File: src/rtl/core/edlb_pkg.sv
// ----------------------------------------------------------------------------
// edlb_pkg
// Shared types and constants for the echo distance LED bar.
// ----------------------------------------------------------------------------
package edlb_pkg;

    localparam int unsigned STAMP_W    = 16;
    localparam int unsigned DIST_W     = 11;
    localparam int unsigned IDLE_W     = 5;
    localparam int unsigned LED_W      = 6;
    localparam int unsigned OFFCNT_W   = 4;
    localparam int unsigned CFG_IDX_W  = 3;
    localparam int unsigned CFG_DATA_W = 16;
    localparam int unsigned S_DATA_W   = 16;
    localparam int unsigned M_DATA_W   = 40;

    // ticks / 58 == (ticks >> 1) / 29, exact for 15-bit values with this reciprocal
    localparam int unsigned DIV_SHIFT  = 20;
    localparam int unsigned PROD_W     = 31;
    localparam logic [15:0] DIV29_MULT = 16'd36158;

    localparam logic [IDLE_W-1:0] IDLE_SAT = 5'd17;

    localparam logic [LED_W-1:0] LEDS_OFF   = 6'h00;
    localparam logic [LED_W-1:0] LEDS_RED   = 6'h01;
    localparam logic [LED_W-1:0] LEDS_FIVE  = 6'h3E;
    localparam logic [LED_W-1:0] LEDS_FOUR  = 6'h3C;
    localparam logic [LED_W-1:0] LEDS_THREE = 6'h38;
    localparam logic [LED_W-1:0] LEDS_TWO   = 6'h28;
    localparam logic [LED_W-1:0] LEDS_ONE   = 6'h20;

    typedef enum logic [CFG_IDX_W-1:0] {
        REG_COUNTER_TOP    = 3'd0,
        REG_RED_LIMIT      = 3'd1,
        REG_BAND_ONE       = 3'd2,
        REG_BAND_TWO       = 3'd3,
        REG_BAND_THREE     = 3'd4,
        REG_BAND_FOUR      = 3'd5,
        REG_FAR_LIMIT      = 3'd6,
        REG_IDLE_OFF_COUNT = 3'd7
    } cfg_reg_t;

    typedef struct packed {
        logic [STAMP_W-1:0]  counter_top;
        logic [DIST_W-1:0]   red_limit_cm;
        logic [DIST_W-1:0]   band_one_cm;
        logic [DIST_W-1:0]   band_two_cm;
        logic [DIST_W-1:0]   band_three_cm;
        logic [DIST_W-1:0]   band_four_cm;
        logic [DIST_W-1:0]   far_limit_cm;
        logic [OFFCNT_W-1:0] idle_off_count;
    } cfg_t;

    typedef struct packed {
        logic [IDLE_W-1:0] idle_count;
        logic [LED_W-1:0]  led_pattern;
    } bar_state_t;

endpackage

File: src/rtl/core/edlb_cfg_regs.sv
// ----------------------------------------------------------------------------
// edlb_cfg_regs
// Configuration register file, written by index.
// ----------------------------------------------------------------------------
module edlb_cfg_regs (
    input  logic                            aclk,
    input  logic                            aresetn,
    input  logic                            cfg_we,
    input  logic [edlb_pkg::CFG_IDX_W-1:0]  cfg_index,
    input  logic [edlb_pkg::CFG_DATA_W-1:0] cfg_data,
    output edlb_pkg::cfg_t                  cfg
);
    import edlb_pkg::*;

    cfg_t cfg_reg;
    cfg_t cfg_next;

    always_comb begin
        cfg_next = cfg_reg;
        if (cfg_we) begin
            case (cfg_reg_t'(cfg_index))
                REG_COUNTER_TOP:    cfg_next.counter_top    = cfg_data;
                REG_RED_LIMIT:      cfg_next.red_limit_cm   = cfg_data[DIST_W-1:0];
                REG_BAND_ONE:       cfg_next.band_one_cm    = cfg_data[DIST_W-1:0];
                REG_BAND_TWO:       cfg_next.band_two_cm    = cfg_data[DIST_W-1:0];
                REG_BAND_THREE:     cfg_next.band_three_cm  = cfg_data[DIST_W-1:0];
                REG_BAND_FOUR:      cfg_next.band_four_cm   = cfg_data[DIST_W-1:0];
                REG_FAR_LIMIT:      cfg_next.far_limit_cm   = cfg_data[DIST_W-1:0];
                REG_IDLE_OFF_COUNT: cfg_next.idle_off_count = cfg_data[OFFCNT_W-1:0];
                default:            cfg_next = cfg_reg;
            endcase
        end
    end

    always_ff @(posedge aclk) begin
        if (!aresetn) begin
            cfg_reg.counter_top    <= 16'd65000;
            cfg_reg.red_limit_cm   <= 11'd18;
            cfg_reg.band_one_cm    <= 11'd25;
            cfg_reg.band_two_cm    <= 11'd40;
            cfg_reg.band_three_cm  <= 11'd60;
            cfg_reg.band_four_cm   <= 11'd80;
            cfg_reg.far_limit_cm   <= 11'd400;
            cfg_reg.idle_off_count <= 4'd15;
        end else begin
            cfg_reg <= cfg_next;
        end
    end

    assign cfg = cfg_reg;

endmodule

File: src/rtl/core/edlb_range_calc.sv
// ----------------------------------------------------------------------------
// edlb_range_calc
// Echo width from two stamps (one wrap corrected) and width / 58.
// ----------------------------------------------------------------------------
module edlb_range_calc (
    input  logic [edlb_pkg::STAMP_W-1:0] first_stamp,
    input  logic [edlb_pkg::STAMP_W-1:0] second_stamp,
    input  logic [edlb_pkg::STAMP_W-1:0] counter_top,
    output logic [edlb_pkg::STAMP_W-1:0] raw_ticks,
    output logic [edlb_pkg::DIST_W-1:0]  distance_cm
);
    import edlb_pkg::*;

    logic signed [STAMP_W+1:0] wrap_sum;
    logic [STAMP_W-2:0]        half_ticks;
    logic [PROD_W-1:0]         quot_prod;

    // wrapped width: top - first + 1 + second, clamped to 0..65535
    assign wrap_sum = $signed({2'b00, counter_top}) - $signed({2'b00, first_stamp})
                    + $signed({2'b00, second_stamp}) + 18'sd1;

    always_comb begin
        if (second_stamp > first_stamp) begin
            raw_ticks = second_stamp - first_stamp;
        end else if (wrap_sum < 0) begin
            raw_ticks = '0;
        end else if (wrap_sum[STAMP_W+1:STAMP_W] != 2'b00) begin
            raw_ticks = '1;
        end else begin
            raw_ticks = wrap_sum[STAMP_W-1:0];
        end
    end

    assign half_ticks  = raw_ticks[STAMP_W-1:1];
    assign quot_prod   = PROD_W'(half_ticks) * PROD_W'(DIV29_MULT);
    assign distance_cm = quot_prod[DIV_SHIFT +: DIST_W];

endmodule

File: src/rtl/core/edlb_bar_logic.sv
// ----------------------------------------------------------------------------
// edlb_bar_logic
// Idle counting and LED bar pattern selection.
// ----------------------------------------------------------------------------
module edlb_bar_logic (
    input  logic [edlb_pkg::DIST_W-1:0] distance_cm,
    input  logic [edlb_pkg::DIST_W-1:0] prev_distance,
    input  edlb_pkg::bar_state_t        bar_cur,
    input  edlb_pkg::cfg_t              cfg,
    output edlb_pkg::bar_state_t        bar_next
);
    import edlb_pkg::*;

    logic [DIST_W:0]   dist_x;
    logic [DIST_W:0]   prev_x;
    logic              still;
    logic [IDLE_W-1:0] idle_new;
    logic [IDLE_W-1:0] off_count_x;
    logic [LED_W-1:0]  band_led;

    assign dist_x      = {1'b0, distance_cm};
    assign prev_x      = {1'b0, prev_distance};
    assign still       = (prev_x == dist_x) || (prev_x == dist_x + 12'd1)
                      || (prev_x + 12'd1 == dist_x);
    assign off_count_x = {1'b0, cfg.idle_off_count};

    always_comb begin
        if (!still) begin
            idle_new = '0;
        end else if (bar_cur.idle_count < IDLE_SAT) begin
            idle_new = bar_cur.idle_count + 5'd1;
        end else begin
            idle_new = bar_cur.idle_count;
        end
    end

    // first matching band wins, whatever the threshold order
    always_comb begin
        if (distance_cm >= cfg.far_limit_cm) begin
            band_led = LEDS_OFF;
        end else if (distance_cm <= cfg.red_limit_cm) begin
            band_led = LEDS_RED;
        end else if (distance_cm <= cfg.band_one_cm) begin
            band_led = LEDS_FIVE;
        end else if (distance_cm <= cfg.band_two_cm) begin
            band_led = LEDS_FOUR;
        end else if (distance_cm <= cfg.band_three_cm) begin
            band_led = LEDS_THREE;
        end else if (distance_cm <= cfg.band_four_cm) begin
            band_led = LEDS_TWO;
        end else begin
            band_led = LEDS_ONE;
        end
    end

    always_comb begin
        bar_next.idle_count = idle_new;
        if (idle_new > off_count_x) begin
            bar_next.led_pattern = bar_cur.led_pattern;
        end else if (idle_new == off_count_x) begin
            bar_next.led_pattern = LEDS_OFF;
        end else begin
            bar_next.led_pattern = band_led;
        end
    end

endmodule

File: src/rtl/core/echo_distance_led_bar.sv
// ----------------------------------------------------------------------------
// echo_distance_led_bar
// Echo ranging from capture stamps, with a six-LED distance bar.
// ----------------------------------------------------------------------------
//
//  channel | dir | handshake          | payload
//  --------+-----+--------------------+------------------------------------------
//  s_      | in  | s_tvalid/s_tready  | s_tdata[15:0] capture_time
//  m_      | out | m_tvalid/m_tready  | m_tdata: raw_ticks, distance_cm,
//          |     |                    |          idle_count, led_pattern
//  cfg_    | in  | cfg_valid/cfg_ready| cfg_index, cfg_data (always ready)
//
//  One item per cycle while m_tready is high; a falling stamp passes from s_
//  accept through the input register, then the result register, to m_tvalid.
//  Stamps alternate rising/falling; a rising stamp only stores state and
//  yields no result. Reset (aresetn low, synchronous) clears phase, first
//  stamp, idle count, LEDs and loads config defaults.
//  While m_tready is low the result holds; the input register still takes one
//  more item, and rising stamps keep draining since they give no result.
//
module echo_distance_led_bar (
    input  logic                            aclk,
    input  logic                            aresetn,
    // slave side
    input  logic                            s_tvalid,
    output logic                            s_tready,
    input  logic [edlb_pkg::S_DATA_W-1:0]   s_tdata,  // [15:0] capture_time
    // master side
    output logic                            m_tvalid,
    input  logic                            m_tready,
    output logic [edlb_pkg::M_DATA_W-1:0]   m_tdata,  // [15:0] raw_ticks,
                                                      // [26:16] distance_cm,
                                                      // [31:27] idle_count,
                                                      // [37:32] led_pattern,
                                                      // [39:38] zero
    // configuration writes
    input  logic                            cfg_valid,
    output logic                            cfg_ready,
    input  logic [edlb_pkg::CFG_IDX_W-1:0]  cfg_index,
    input  logic [edlb_pkg::CFG_DATA_W-1:0] cfg_data
);
    import edlb_pkg::*;

    cfg_t cfg;

    // input register
    logic               in_valid_reg, in_valid_next;
    logic [STAMP_W-1:0] in_stamp_reg;

    // ranging state
    logic               phase_reg, phase_next;      // 1: expecting falling edge
    logic [STAMP_W-1:0] first_stamp_reg;
    logic [DIST_W-1:0]  prev_dist_reg;
    bar_state_t         bar_reg, bar_next;

    // result register
    logic               out_valid_reg, out_valid_next;
    logic [STAMP_W-1:0] out_ticks_reg;
    logic [DIST_W-1:0]  out_dist_reg;
    bar_state_t         out_bar_reg;

    logic               advance;
    logic               s_accept;
    logic [STAMP_W-1:0] raw_ticks;
    logic [DIST_W-1:0]  distance_cm;

    assign cfg_ready = 1'b1;

    edlb_cfg_regs u_cfg (
        .aclk      (aclk),
        .aresetn   (aresetn),
        .cfg_we    (cfg_valid & cfg_ready),
        .cfg_index (cfg_index),
        .cfg_data  (cfg_data),
        .cfg       (cfg)
    );

    edlb_range_calc u_range (
        .first_stamp  (first_stamp_reg),
        .second_stamp (in_stamp_reg),
        .counter_top  (cfg.counter_top),
        .raw_ticks    (raw_ticks),
        .distance_cm  (distance_cm)
    );

    edlb_bar_logic u_bar (
        .distance_cm   (distance_cm),
        .prev_distance (prev_dist_reg),
        .bar_cur       (bar_reg),
        .cfg           (cfg),
        .bar_next      (bar_next)
    );

    // a rising stamp never needs the result slot
    assign advance  = in_valid_reg & (~phase_reg | ~out_valid_reg | m_tready);
    assign s_tready = ~in_valid_reg | advance;
    assign s_accept = s_tvalid & s_tready;

    always_comb begin
        in_valid_next = s_accept | (in_valid_reg & ~advance);
        phase_next    = advance ? ~phase_reg : phase_reg;

        out_valid_next = out_valid_reg & ~m_tready;
        if (advance && phase_reg) begin
            out_valid_next = 1'b1;
        end
    end

    always_ff @(posedge aclk) begin
        if (!aresetn) begin
            in_valid_reg    <= 1'b0;
            phase_reg       <= 1'b0;
            first_stamp_reg <= '0;
            prev_dist_reg   <= '0;
            bar_reg         <= '0;
            out_valid_reg   <= 1'b0;
        end else begin
            in_valid_reg  <= in_valid_next;
            phase_reg     <= phase_next;
            out_valid_reg <= out_valid_next;
            if (advance && !phase_reg) begin
                first_stamp_reg <= in_stamp_reg;
            end
            if (advance && phase_reg) begin
                prev_dist_reg <= distance_cm;
                bar_reg       <= bar_next;
            end
        end
    end

    // payload registers
    always_ff @(posedge aclk) begin
        if (s_accept) begin
            in_stamp_reg <= s_tdata[STAMP_W-1:0];
        end
        if (advance && phase_reg) begin
            out_ticks_reg <= raw_ticks;
            out_dist_reg  <= distance_cm;
            out_bar_reg   <= bar_next;
        end
    end

    assign m_tvalid = out_valid_reg;
    assign m_tdata  = {2'b00, out_bar_reg.led_pattern, out_bar_reg.idle_count,
                       out_dist_reg, out_ticks_reg};

endmodule

File: config.mk
export PLATFORM = sky130hd
export DESIGN_NAME = echo_distance_led_bar
export DESIGN_NICKNAME = d
export VERILOG_FILES = /design/src/rtl/core/edlb_pkg.sv /design/src/rtl/core/edlb_cfg_regs.sv /design/src/rtl/core/edlb_range_calc.sv /design/src/rtl/core/edlb_bar_logic.sv /design/src/rtl/core/echo_distance_led_bar.sv
export SDC_FILE = /design/constraint.sdc
export NUM_CORES = 1
export LEC_CHECK = 0
export BUFFER_PORTS_ARGS = -buffer_cell sky130_fd_sc_hd__buf_2
export CAP_MARGIN = 20
export CORE_MARGIN = 4
export CORE_UTILIZATION = 54
export CTS_BUF_LIST = sky130_fd_sc_hd__clkbuf_16
export CTS_CLUSTER_SIZE = 24
export DETAILED_ROUTE_END_ITERATION = 7
export GPL_TIMING_DRIVEN = 0
export PLACE_DENSITY_LB_ADDON = 0.12
export SLEW_MARGIN = 10
export SYNTH_ARGS = -nofsm -noshare
export SYNTH_HDL_FRONTEND = slang
export SYNTH_SLANG_ARGS = --single-unit
File: constraint.sdc
create_clock -name aclk -period 20.8 [get_ports aclk]
set_input_delay 1.04 -clock aclk [delete_from_list [all_inputs] [get_ports aclk]]
set_output_delay 1.04 -clock aclk [all_outputs]
set_load 0.05 [all_outputs]
After elaboration in Yosys (flattened, before gate mapping). Index checks and enable logic that the tools add are counted.

Add/sub/neg operators: 7. Multipliers: 1. Magnitude comparators: 10. Eq/ne operators: 11. Multiplexer cells: 14. Bitwise gates (word level): 13. Reductions and logical operators: 15.

Operators with widths (count): 11-bit <= comparator (5); 16-bit two-way mux (3); 6-bit two-way mux (7); 15-bit by 15-bit multiplier with 30-bit output, second input constant (1); 11-bit by 1-bit adder with 12-bit output, second input constant (2); 18-bit by 17-bit adder with 18-bit output (1); 18-bit by 2-bit adder with 18-bit output, second input constant (1); 18-bit by 1-bit less-than comparator with 1-bit output, second input constant (1); 16-bit by 16-bit subtractor with 17-bit output (1); 16-bit > comparator (1); 2-bit AND reduction (8); 16-bit subtractor (1); 11-bit by 12-bit == test with 1-bit output (1); 12-bit by 11-bit == test with 1-bit output (1); 3-bit == test, second input constant (4); 11-bit == test (1); 11-bit >= comparator (1); 5-bit two-way mux (2); 3-bit by 2-bit == test with 1-bit output, second input constant (2); 5-bit by 1-bit adder with 5-bit output, second input constant (1); 5-bit by 4-bit == test with 1-bit output (1); 5-bit by 4-bit > comparator with 1-bit output (1); 5-bit less-than comparator, second input constant (1); 1-bit NOT (5); 10 further kinds (18).

Register bits after elaboration: 181. Bits of input ports: 40. Output and inout bits: 43.

Logic depth before layout (Yosys ltp).
Depth after elaboration: 17. Gate-level depth with buffers: 68. Depth with buffers taken out: 68.

Cells and area by module. Synthesis repeated with hierarchy kept, for this count alone.

Cells, all modules: 1713. Area, all modules: 16135.5 µm².

Modules (own cells, without submodules): edlb_range_calc (instances 1, cells each 781, area an instance 6618.8 µm², seq. area each 0.0 µm²); echo_distance_led_bar (instances 1, cells each 240, area an instance 3404.5 µm², seq. area each 2442.3 µm²); edlb_cfg_regs (instances 1, cells each 318, area an instance 3352.0 µm², seq. area each 1721.7 µm²); edlb_bar_logic (instances 1, cells each 374, area an instance 2760.1 µm², seq. area each 0.0 µm²).

Least setup slack after synthesis. No wires, ideal clock.

Path type: register to register. From: reg first_stamp_reg[1]. To: reg bar_reg[1] (netlist name). Arrival: 13.884 ns. Data required time: 20.707 ns. Setup slack: 6.824 ns. Cell stages (with the launch flop): 59. Buffers on the path: 1. Cells stage by stage: dfxtp_1 inv_1 ha_1 nor2b_1 o21ai_0 a21boi_0 o21ai_0 a21boi_0 o21ai_0 a21boi_0 o21ai_0 a21boi_0 o21ai_0 a21boi_0 o21a_1 o21ai_0 nand2b_1 a21oi_1 [... 23 more ...] and4_4 nand3_1 a2111oi_0 nor2_1 mux2i_1 nand2_1 a311oi_4 nand2_2 o31a_1 or4_4 a211oi_4 a21oi_2 or3_4 ha_1 and4_1 nor4b_1 nand3_1 o32ai_1.

Cells in the longest elaborated chain, start to end: 16. Elaborated cells on any way between the ends: 32. Those cells by class: 5 x add/sub; 1 x mul; 8 x order compare; 4 x eq/ne; 11 x mux; 3 x reduce/logical.

Ends and longest elaborated chain: from (decl) (line echo_distance_led_bar.sv:52) `logic [STAMP_W-1:0] first_stamp_reg;`; from (signal assigned) (line echo_distance_led_bar.sv:122) `first_stamp_reg <= in_stamp_reg;`; parallel branches: the longest is 6 deep, another holds 18-bit by 17-bit adder with 18-bit output; 16-bit two-way mux * (line edlb_range_calc.sv:23) `if (second_stamp > first_stamp) begin`; named net raw_ticks[12] (line echo_distance_led_bar.sv:64) `logic [STAMP_W-1:0] raw_ticks;`; 15-bit by 15-bit multiplier with 30-bit output * (line edlb_range_calc.sv:35) `assign quot_prod = PROD_W'(half_ticks) * PROD_W'(DIV29_MULT);`; named net distance_cm[6] (line echo_distance_led_bar.sv:65) `logic [DIST_W-1:0] distance_cm;`; parallel branches: the longest is 7 deep, another holds 11-bit by 1-bit adder with 12-bit output; 6-bit two-way mux * (line edlb_bar_logic.sv:58) `if (idle_new > off_count_x) begin`; to (signal assigned) (line echo_distance_led_bar.sv:126) `bar_reg <= bar_next;`; to (decl) (line echo_distance_led_bar.sv:54) `bar_state_t bar_reg, bar_next;`.

Mark *: on every way through the listed nets, which the timed path passes. A chain may end at the register's enable or synchronous reset.

==> metrics.cfg <==
[timing]
finalCritPeriodShare = 0.788
fmax_mhz = 61.0
fin_skew_ps = 13.5
fin_tns_setup_ps = 0
layout_min_cycle_time_ps = 16400
rsz0062_at_grt = false
finalHoldViolCount = 0
tightest_slew_ps = 1230
relSlewSlack = 0.179
setup_viol = 0
slew_violations = 0

[critical_path]
r2r_start = first_stamp_reg[1]
cp_slowest_cell = a311oi_4
crit_path_max_fanout = 15
crit_buf_inv = 7
crit_cells = 61
worstReg2RegEnd = bar_reg[1]
worstSetupPathType = register to register
ff2ff_setup_slack_ps = 4400
max_stage_delay_ps = 990
worstPathArrival_ps = 16760
crit_family = compound AO/OA/AOI/OAI gates
rr_worst_depth = 61
required_ps = 21160
cp-end-kind = register
path_common_cell = o21ai_0
startpoint_type = register

[clock_network]
cts_setup_buffers = 0
clock-sinks = 181
post_cts_resized = 0
numCtsBuffers = 17
cts_root_buf = clkbuf_16
cts_htree_levels = 4
path_clk_slew_ps = 70
ctsHoldBuffers = 0
cts_max_path_buffers = 2
clk_latency_ps = 460
cts_tree = built

[drt]
dr.pass1.iters = 7
route.detailed.drc = 0
drt-wirelength-per-cell_um = 18.2
wl_um = 44500
dr_total_vias = 14000
viasPerCell = 5.71
drtIter0Drc = 937
antenna_left = 0

[flow_run]
maxCapViolCount = 0

[die]
rows = 63
core_area_sq_mm = 0.0300
die_h_um = 183
ios = 83
die_area_sq_mm = 0.0336
fp.dieW_um = 183
initial_core_util = 0.553

[global_routing]
grt_overflow = 0
grtUsageTotal = 0.265
grt_max_degree = 27
grt_pass1_vias = 13300
grt_pass1_wl_um = 70800
grt_antenna_before_repair = 0

[yosys]
synth.distinct_cells = 94
synth-edff-count = 54
ys_warn_count = 0
syn_inst = 1944
synth_top_area_share = 0.175
avgSynthCellArea_sq_um = 8.55
synthesis.area_sq_mm = 0.0166
synthArstFlopShare = 0
ys_seq_elements = 181
synth_area_leaders = ha_1, dfxtp_1, edfxtp_1
ys.flop_type = dfxtp_1
yosysTopAreaCell = ha_1
yosysSeqAreaShare = 0.251

[layout]
drive_gt1_frac = 0.0787
antenna_cells = 0
layout_common_cells = nand2_1, inv_1, ha_1, dfxtp_1
finalNetCount = 2394
largest_reg_flops = 86
layout-area-overhead-vs-synth_pct = 9.74
layout_commonest_cell = nand2_1
postLayoutCellArea_sq_mm = 0.0182

[hold_path]
hold_depth = 2
hold_path.class = register to register
min_to = bar_reg[0]
min_from = bar_reg[0]

[placement]
gp_congestion = 0.902
place_area_sq_mm = 0.0176
post-dp-hpwl_um = 34800
io_buffers = 71

[outcome]
outcome = finished clean

-- worst min-delay path: stages (launching register included) --
cell	delay, ps
dfxtp_1	320
nand2_1	50
o22ai_1	50
-- worst max path at each step --
stage | from | endpoint
after global routing | first_stamp_reg[1] | bar_reg[1]
after CTS | first_stamp_reg[1] | bar_reg[1]
after global placement | first_stamp_reg[1] | bar_reg[1]
after detailed placement | first_stamp_reg[1] | bar_reg[1]
after floorplan | first_stamp_reg[1] | bar_reg[1]
final | first_stamp_reg[1] | bar_reg[1]
-- Yosys cell counts, types with 7 or more instances --
cell type and number:
a21boi_0 91, a21o_1 31, a21oi_1 91, a31oi_1 13, and3_1 13, and4_1 9
clkbuf_1 56, dfxtp_1 127, edfxtp_1 54, fa_1 76, ha_1 233, inv_1 254
mux2i_1 12, nand2_1 288, nand2b_1 34, nand3_1 50, nand4_1 30, nor2_1 70
nor2b_1 33, nor3_1 20, nor3b_1 7, o211ai_1 29, o21a_1 26, o21ai_0 85
o22ai_1 10, o31ai_1 9, xnor2_1 35, xor2_1 22
-- layer usage --
layer | up-vias | part of all wire | global-route usage
met2 | 373 | 0.46 | 0.431
met4 | 0 | 0.022 | 0.0712
li1 | 6916 | - | -
met3 | 69 | 0.056 | 0.0426
met5 | - | 0 | 0
met1 | 6628 | 0.46 | 0.369
-- cells by family after synthesis --
logic type | after synthesis | synth area share
flops | 181 | 0.251
fa+ha+maj | 309 | 0.267
simple gates | 594 | 0.170
other cells | 2 | 0.000452
compound gates | 461 | 0.193
buf+inv | 320 | 0.0733
mux | 14 | 0.00859
xor+xnor | 63 | 0.0375
-- final cells by class --
cell class	instances	area [sq um]
fill	2663	11800
inverter	257	965
multi-input combinational	1444	11300
tap	390	488
buffer	63	255
clock buffer	17	425
timing repair buffer	81	467
clock inverter	15	210
sequential	181	4160
-- through the flow --
stage / hold WS (ps) / utilization / instances / setup slack, ps
final: 465 / 0.607 / 2448 / 4400
after global routing: 485 / 0.607 / 2448 / 3220
after CTS: 464 / 0.607 / 2447 / 4140
after detailed placement: 451 / 0.586 / 2415 / 4300
after global placement: 443 / 0.581 / 2406 / 3710
after floorplan: 435 / - / 1945 / 6820
Power is left out: the tool's default activity adds up to more than one toggle a clock period on the data nets, which glitch-free logic cannot reach.
